==> src/rtl/gzls_pkg.sv <==
// Shared types, constants and codes for the grid zone layer selector.
package gzls_pkg;

    localparam int COLUMNS_DEF = 3;
    localparam int ROWS_DEF    = 3;
    localparam int PAD_MAX_DEF = 1024;

    localparam logic [15:0] HOLD_RESET       = 16'd512;
    localparam logic [7:0]  BASE_LAYER_RESET = 8'd6;
    localparam logic [15:0] TIMEOUT_RESET    = 16'd80;

    localparam int QUEUE_DEPTH = 4;
    localparam int QPTR_W      = $clog2(QUEUE_DEPTH);

    typedef enum logic [1:0] {
        KIND_X     = 2'd0,
        KIND_Y     = 2'd1,
        KIND_OTHER = 2'd2,
        KIND_TICK  = 2'd3
    } kind_t;

    localparam logic ACT_DEACTIVATE = 1'b0;
    localparam logic ACT_ACTIVATE   = 1'b1;

    localparam logic REG_BASE_LAYER = 1'b0;
    localparam logic REG_TIMEOUT    = 1'b1;

    // two: deactivate old_layer first, then apply action to layer
    typedef struct packed {
        logic       two;
        logic       action;
        logic [7:0] layer;
        logic [7:0] old_layer;
    } cmd_t;

    typedef struct packed {
        logic valid;
        cmd_t cmd;
    } qhead_t;

endpackage

==> src/rtl/gzls_front.sv <==
// Front end: input acceptance, layer state, watchdog and command generation.
module gzls_front
    import gzls_pkg::*;
#(
    parameter int COLUMNS = COLUMNS_DEF,
    parameter int ROWS    = ROWS_DEF,
    parameter int PAD_MAX = PAD_MAX_DEF
)
(
    input  logic        clk,
    input  logic        rst_n,
    input  logic        push,
    input  logic [1:0]  kind,
    input  logic [15:0] coord_value,
    input  logic        cfg_we,
    input  logic        cfg_index,
    input  logic [15:0] cfg_data,
    input  logic        q_full,
    output logic        q_push,
    output cmd_t        q_cmd
);

    localparam int X_SIZE = PAD_MAX / COLUMNS;
    localparam int Y_SIZE = PAD_MAX / ROWS;

    logic [7:0]  base_layer_reg;
    logic [15:0] timeout_reg;
    logic [15:0] held_x_reg, held_x_next;
    logic [15:0] held_y_reg, held_y_next;
    logic [7:0]  cur_layer_reg, cur_layer_next;
    logic        layer_on_reg, layer_on_next;
    logic [15:0] countdown_reg, countdown_next;
    logic        armed_reg, armed_next;

    logic        accept;
    kind_t       kind_e;
    logic [7:0]  col_idx;
    logic [7:0]  row_idx;
    logic [7:0]  target;
    logic [15:0] cd_dec;

    assign accept = push && !q_full;
    assign kind_e = kind_t'(kind);

    always_ff @(posedge clk or negedge rst_n)
    begin
        if (!rst_n)
        begin
            base_layer_reg <= BASE_LAYER_RESET;
            timeout_reg    <= TIMEOUT_RESET;
        end
        else if (cfg_we)
        begin
            unique case (cfg_index)
                REG_BASE_LAYER: base_layer_reg <= cfg_data[7:0];
                REG_TIMEOUT:    timeout_reg    <= cfg_data;
                default:        ;
            endcase
        end
    end

    always_comb
    begin
        held_x_next = (kind_e == KIND_X) ? coord_value : held_x_reg;
        held_y_next = (kind_e == KIND_Y) ? coord_value : held_y_reg;
    end

    // thresholds never exceed PAD_MAX, so a coordinate past the pad counts as the last cell
    always_comb
    begin
        col_idx = '0;
        for (int k = 1; k < COLUMNS; k++)
        begin
            if (X_SIZE != 0 && {1'b0, held_x_next} >= 17'(k * X_SIZE))
            begin
                col_idx = col_idx + 8'd1;
            end
        end
    end

    always_comb
    begin
        row_idx = '0;
        for (int k = 1; k < ROWS; k++)
        begin
            if (Y_SIZE != 0 && {1'b0, held_y_next} >= 17'(k * Y_SIZE))
            begin
                row_idx = row_idx + 8'd1;
            end
        end
    end

    assign target = base_layer_reg + 8'(row_idx * COLUMNS) + col_idx;
    assign cd_dec = (countdown_reg != '0) ? countdown_reg - 16'd1 : countdown_reg;

    always_comb
    begin
        cur_layer_next   = cur_layer_reg;
        layer_on_next    = layer_on_reg;
        countdown_next   = countdown_reg;
        armed_next       = armed_reg;
        q_push           = 1'b0;
        q_cmd.two        = 1'b0;
        q_cmd.action     = ACT_ACTIVATE;
        q_cmd.layer      = target;
        q_cmd.old_layer  = cur_layer_reg;
        unique case (kind_e)
            KIND_X, KIND_Y:
            begin
                if (!layer_on_reg || cur_layer_reg != target)
                begin
                    q_push         = accept;
                    q_cmd.two      = layer_on_reg;
                    cur_layer_next = target;
                    layer_on_next  = 1'b1;
                end
                countdown_next = timeout_reg;
                armed_next     = 1'b1;
            end
            KIND_TICK:
            begin
                if (armed_reg)
                begin
                    countdown_next = cd_dec;
                    if (cd_dec == '0)
                    begin
                        armed_next = 1'b0;
                        if (layer_on_reg)
                        begin
                            q_push        = accept;
                            q_cmd.action  = ACT_DEACTIVATE;
                            q_cmd.layer   = cur_layer_reg;
                            layer_on_next = 1'b0;
                        end
                    end
                end
            end
            KIND_OTHER: ;
            default:    ;
        endcase
    end

    always_ff @(posedge clk or negedge rst_n)
    begin
        if (!rst_n)
        begin
            held_x_reg    <= HOLD_RESET;
            held_y_reg    <= HOLD_RESET;
            cur_layer_reg <= BASE_LAYER_RESET;
            layer_on_reg  <= 1'b0;
            countdown_reg <= '0;
            armed_reg     <= 1'b0;
        end
        else if (accept)
        begin
            held_x_reg    <= held_x_next;
            held_y_reg    <= held_y_next;
            cur_layer_reg <= cur_layer_next;
            layer_on_reg  <= layer_on_next;
            countdown_reg <= countdown_next;
            armed_reg     <= armed_next;
        end
    end

endmodule

==> src/rtl/gzls_queue.sv <==
// Command queue between the front end and the result sequencer.
module gzls_queue
    import gzls_pkg::*;
(
    input  logic   clk,
    input  logic   rst_n,
    input  logic   push,
    input  cmd_t   cmd_in,
    input  logic   deq,
    output logic   full,
    output qhead_t head
);

    cmd_t              slot_reg [QUEUE_DEPTH];
    logic [QPTR_W-1:0] wr_ptr_reg;
    logic [QPTR_W-1:0] rd_ptr_reg;
    logic [QPTR_W:0]   count_reg;
    logic              do_push;
    logic              do_deq;

    assign full       = (count_reg == (QPTR_W+1)'(QUEUE_DEPTH));
    assign head.valid = (count_reg != '0);
    assign head.cmd   = slot_reg[rd_ptr_reg];
    assign do_push    = push && !full;
    assign do_deq     = deq && head.valid;

    always_ff @(posedge clk)
    begin
        if (do_push)
        begin
            slot_reg[wr_ptr_reg] <= cmd_in;
        end
    end

    always_ff @(posedge clk or negedge rst_n)
    begin
        if (!rst_n)
        begin
            wr_ptr_reg <= '0;
            rd_ptr_reg <= '0;
            count_reg  <= '0;
        end
        else
        begin
            if (do_push)
            begin
                wr_ptr_reg <= wr_ptr_reg + 1'b1;
            end
            if (do_deq)
            begin
                rd_ptr_reg <= rd_ptr_reg + 1'b1;
            end
            unique case ({do_push, do_deq})
                2'b10:   count_reg <= count_reg + 1'b1;
                2'b01:   count_reg <= count_reg - 1'b1;
                default: count_reg <= count_reg;
            endcase
        end
    end

endmodule

==> src/rtl/gzls_back.sv <==
// Result sequencer: expands each queued command into one or two result beats.
module gzls_back
    import gzls_pkg::*;
(
    input  logic       clk,
    input  logic       rst_n,
    input  qhead_t     head,
    input  logic       pop,
    output logic       deq,
    output logic       empty,
    output logic       action,
    output logic [7:0] layer_number,
    output logic       last_of_run
);

    logic phase_reg, phase_next;
    logic first_of_two;
    logic beat;

    assign first_of_two = head.cmd.two && !phase_reg;
    assign empty        = !head.valid;
    assign beat         = pop && head.valid;
    assign action       = first_of_two ? ACT_DEACTIVATE : head.cmd.action;
    assign layer_number = first_of_two ? head.cmd.old_layer : head.cmd.layer;
    assign last_of_run  = !first_of_two;
    assign deq          = beat && !first_of_two;

    always_comb
    begin
        phase_next = phase_reg;
        if (beat)
        begin
            phase_next = first_of_two;
        end
    end

    always_ff @(posedge clk or negedge rst_n)
    begin
        if (!rst_n)
        begin
            phase_reg <= 1'b0;
        end
        else
        begin
            phase_reg <= phase_next;
        end
    end

endmodule

==> src/rtl/grid_zone_layer_selector_core.sv <==
// Top level of the grid zone layer selector.
//
//  channel   | ports                                   | beat taken when
//  ----------+-----------------------------------------+-------------------
//  input     | push, full, kind, coord_value           | push && !full
//  result    | empty, pop, action, layer_number,       | pop && !empty
//            | last_of_run                             |
//  config    | cfg_we, cfg_index, cfg_data             | cfg_we
//
//  One input beat per cycle while full is low; an item is classified and the layer and watchdog
//  state updated in the cycle it is taken.
//  A four-entry command queue sits between front and sequencer; full rises when
//  four commands wait, and a layer change takes two result beats to drain.
//  A result appears on the ports the cycle after its input beat at the earliest.
//  Reset loads all state but the queue slots at once; no clearing pass.
module grid_zone_layer_selector_core
    import gzls_pkg::*;
#(
    parameter int COLUMNS = COLUMNS_DEF,
    parameter int ROWS    = ROWS_DEF,
    parameter int PAD_MAX = PAD_MAX_DEF
)
(
    input  logic        clk,
    input  logic        rst_n,
    input  logic        push,
    output logic        full,
    input  logic [1:0]  kind,
    input  logic [15:0] coord_value,
    output logic        empty,
    input  logic        pop,
    output logic        action,
    output logic [7:0]  layer_number,
    output logic        last_of_run,
    input  logic        cfg_we,
    input  logic        cfg_index,
    input  logic [15:0] cfg_data
);

    logic   q_push;
    cmd_t   q_cmd;
    logic   q_full;
    logic   q_deq;
    qhead_t q_head;

    assign full = q_full;

    gzls_front #(
        .COLUMNS (COLUMNS),
        .ROWS    (ROWS),
        .PAD_MAX (PAD_MAX)
    ) u_front (
        .clk         (clk),
        .rst_n       (rst_n),
        .push        (push),
        .kind        (kind),
        .coord_value (coord_value),
        .cfg_we      (cfg_we),
        .cfg_index   (cfg_index),
        .cfg_data    (cfg_data),
        .q_full      (q_full),
        .q_push      (q_push),
        .q_cmd       (q_cmd)
    );

    gzls_queue u_queue (
        .clk    (clk),
        .rst_n  (rst_n),
        .push   (q_push),
        .cmd_in (q_cmd),
        .deq    (q_deq),
        .full   (q_full),
        .head   (q_head)
    );

    gzls_back u_back (
        .clk          (clk),
        .rst_n        (rst_n),
        .head         (q_head),
        .pop          (pop),
        .deq          (q_deq),
        .empty        (empty),
        .action       (action),
        .layer_number (layer_number),
        .last_of_run  (last_of_run)
    );

`ifndef SYNTHESIS
    a_no_push_when_full: assert property (@(posedge clk) disable iff (!rst_n)
        !(q_push && q_full))
        else $error("command pushed into full queue");

    a_first_beat_deact: assert property (@(posedge clk) disable iff (!rst_n)
        (!empty && !last_of_run) |-> (action == ACT_DEACTIVATE))
        else $error("non-final beat is not a deactivate");

    a_second_beat_act: assert property (@(posedge clk) disable iff (!rst_n)
        (pop && !empty && !last_of_run) |=>
            (!empty && last_of_run && action == ACT_ACTIVATE))
        else $error("deactivate beat not followed by activate");

    a_tick_single: assert property (@(posedge clk) disable iff (!rst_n)
        (q_push && kind == KIND_TICK) |-> (!q_cmd.two && q_cmd.action == ACT_DEACTIVATE))
        else $error("tick produced a layer change command");
`endif

endmodule

==> config.mk <==
export PLATFORM = sky130hd
export DESIGN_NAME = grid_zone_layer_selector_core
export DESIGN_NICKNAME = d
export VERILOG_FILES = /design/src/rtl/gzls_pkg.sv /design/src/rtl/gzls_front.sv /design/src/rtl/gzls_queue.sv /design/src/rtl/gzls_back.sv /design/src/rtl/grid_zone_layer_selector_core.sv
export SDC_FILE = /design/constraint.sdc
export NUM_CORES = 1
export LEC_CHECK = 0
export BUFFER_PORTS_ARGS = -buffer_cell sky130_fd_sc_hd__buf_2
export CAP_MARGIN = 40
export CORE_UTILIZATION = 43
export CTS_BUF_LIST = sky130_fd_sc_hd__clkbuf_8
export DETAILED_ROUTE_END_ITERATION = 6
export GPL_TIMING_DRIVEN = 0
export PLACE_DENSITY = 0.6
export SYNTH_ARGS = -nofsm -noshare
export SYNTH_HDL_FRONTEND = slang
export SYNTH_SLANG_ARGS = --single-unit
==> constraint.sdc <==
create_clock -name clk -period 5.4 [get_ports clk]
set_input_delay 0.54 -clock clk [delete_from_list [all_inputs] [get_ports clk]]
set_output_delay 0.54 -clock clk [all_outputs]
set_load 0.05 [all_outputs]
==> flow_summary.json <==
{
  "synth-seq-cells": 162,
  "rows": 49,
  "min_from": "cfg_data[15]",
  "synthArstFlopShare_pct": 55.6,
  "synth_top_area_cell": "edfxtp_1",
  "path_clk_slew_ns": 0.10,
  "p_per_area_nw_per_um2": 500,
  "crit_arrival_ns": 5.83,
  "syn_area_um2": 7920,
  "utilization_pct": 50.6,
  "yosysSeqAreaShare_pct": 55.8,
  "yosysMostFrequentCell": "dfrtp_1",
  "worst-setup-path-type": "flip-flop to flip-flop",
  "synth_edf_count": 72,
  "regArea_um2": 4420,
  "violations": "setup timing",
  "die_w_um": 138,
  "clk_latency_ns": 0.46,
  "grt_pass1_vias": 5398,
  "ys.flop_type": "dfrtp_1",
  "gp_congestion": 0.901,
  "drc": 0,
  "dpl_cell_area_um2": 8560,
  "vias_per_cell": 5.51,
  "synthTopCellsByCount": "dfrtp_1, edfxtp_1, mux2_2, nor2_1, nand2_1",
  "cp_max_fo": 5,
  "synth_cells": 605,
  "dieArea_um2": 19000,
  "rrSetupSlack_ns": -0.05,
  "cp-end-kind": "flip-flop",
  "grt_max_degree": 69,
  "clock_path_buffers": 2,
  "r2r-start": "u_front.held_x_reg[12]",
  "hold_class": "input pin to flip-flop",
  "drt_first_iter_violations": 331,
  "finalHoldViolations": 0,
  "num_vias": 5118,
  "cts-buffers-inserted": 17,
  "first_pass_iters": 4,
  "multi_input_area_um2": 3500,
  "min_path_cells": 2,
  "fmax_mhz": 183,
  "wire_per_inst_um": 18.2,
  "antenna_found_initial": 0,
  "finClkSkew_ns": 0.0174,
  "cts-root-buf": "clkbuf_8",
  "startpoint_type": "flip-flop",
  "outcome": "finished with violations",
  "die_h_um": 138,
  "grt_overflow": 0,
  "finalNonFillerCells": 929,
  "routed_wirelength_um": 16900,
  "r2r_end": "u_queue.count_reg[2]",
  "setup_violations": 1,
  "yosysTopAreaCellShare_pct": 27.3,
  "slew_headroom_pct": 41.5,
  "antenna_cells": 0,
  "ir_drop_mv": 0.391,
  "worst_slew_pin_slew_ns": 0.869,
  "synth_area_per_cell_um2": 13.1,
  "cts_tree": "done",
  "synth_warnings": 0,
  "place_inst": 886,
  "clock_sinks": 162,
  "reg2reg_depth": 22,
  "leakagePower_uw": 0.00356,
  "start_util_pct": 44.0,
  "drtAntennaViolNets": 0,
  "num-nets-final": 749,
  "grt_usage_pct": 19.6,
  "synth_cell_types": 66,
  "fin_crit_sh_pct": 101,
  "placement.io_buffers": 51,
  "fin_area_um2": 9120,
  "grt_pass1_wl_um": 27900,
  "finalSetupTns_ns": -0.0515,
  "largest_reg_flops": 72,
  "crit_required_ns": 5.78,
  "hold_end": "u_front.timeout_reg[15]",
  "drive_above_1_share_pct": 33.6,
  "io_pins": 52,
  "drv_cap": 0,
  "fin_crit_ns": 5.45,
  "dp_hpwl_um": 12000,
  "synth_area_leaders": "edfxtp_1, dfrtp_1, mux2_2, mux4_2, ha_1",
  "setup_slack_ns": -0.0515,
  "rsz0062_at_grt": "yes",
  "synth_fp_nets": 667,
  "fillers": 1605,
  "h-tree-depth": 4,
  "fp.coreArea_um2": 18000,
  "synthToLayoutAreaGrowth_pct": 15.1,
  "finalMaxSlewViolations": 0
}
-- per-layer routing --
layer  share of wire (%)  GRT usage, %
met4                 1.7          6.70
met1                  46          25.1
met3                 3.4          4.42
met2                  49          32.6
met5                   0             0
-- kinds of logic after synthesis --
group / after synthesis / synth area share [%]
AO/OA/AOI/OAI: 104 / 8.54
AND/OR/NAND/NOR: 160 / 10.5
adder cells (fa/ha/maj): 22 / 3.76
flip-flops: 162 / 55.8
XOR/XNOR: 20 / 2.38
buffers and inverters: 37 / 1.86
multiplexers: 100 / 17.1
-- how the worst max path moves through the flow --
stage / from / to / slack [ns]
2_1_floorplan: kind[0] / u_queue.count_reg[2] / -0.0009
3_3_place_gp: kind[0] / u_queue.count_reg[2] / -0.55
3_5_place_dp: kind[0] / u_queue.count_reg[2] / -0.65
4_1_cts: u_front.held_x_reg[12] / u_queue.count_reg[2] / -0.08
5_1_grt: u_front.held_x_reg[12] / u_queue.count_reg[2] / -0.25
6_report: u_front.held_x_reg[12] / u_queue.count_reg[2] / -0.05
-- where the power goes --
part | switching (µW) | leakage [µW] | internal [µW]
sequential | 270 | 0.00170 | 1680
combinational | 997 | 0.00167 | 779
clock | 451 | 0.000193 | 387
total | 1720 | 0.00356 | 2840
-- worst max-delay path, cell delays in order (launching register included) --
cell and delay, ns:
dfrtp_1 0.39, or4_4 0.53, or4_4 0.45, o31ai_4 0.09, o311ai_2 0.14, ha_2 0.30, ha_4 0.16, fa_1 0.51
ha_2 0.18, inv_2 0.04, fa_2 0.35, nand2b_4 0.17, a2111oi_4 0.30, a211oi_2 0.07, a211oi_2 0.26, o211ai_1 0.21
a21oi_4 0.23, ha_2 0.22, inv_2 0.04, fa_2 0.32, xor2_1 0.14, nor2_1 0.11, xor2_1 0.15
-- stage by stage --
step	power (µW)	hold slack, ns	worst slack, ns
floorplan	3240	0.244	-0.000886
global placement	3630	0.471	-0.550
detailed placement	3700	0.467	-0.654
CTS	4580	0.279	-0.0813
global route	4860	0.279	-0.253
finish	4560	0.305	-0.0515
-- what timing repair did --
| item | 4_1_cts | 5_1_grt |
|---|---|---|
| buffers inserted | 5 | 5 |
| hold buffers | 1 | 0 |
| endpoints found under the hold margin | 20 | 0 |
| gates resized for setup | 17 | 4 |
| pin swaps | 13 | 6 |
| setup endpoints to repair | 74 | 74 |
| cloned | 0 | 0 |
-- placed cells by master, fill, tap and decap left out, types with 18 or more instances in the layout --
master / synthesis / final
a21oi_1: 25 / 25
buf_2: 1 / 51
clkbuf_1: 19 / 18
clkbuf_8: 0 / 20
dfrtp_1: 82 / 82
edfxtp_1: 72 / 72
mux2_2: 69 / 69
mux4_2: 18 / 18
nand2_1: 37 / 37
nor2_1: 44 / 44
o21ai_0: 32 / 31
-- area by class of cell --
cell class / instances / share of cell area, %
Sequential cell: 162 / 48.5
Multi-Input combinational cell: 406 / 38.3
Timing Repair Buffer: 63 / 4.20
Tap cell: 229 / 3.14
Clock buffer: 19 / 2.87
Clock inverter: 13 / 1.19
Buffer: 21 / 1.07
Inverter: 16 / 0.659
No activity file was read; power rests on OpenSTA's default activity.
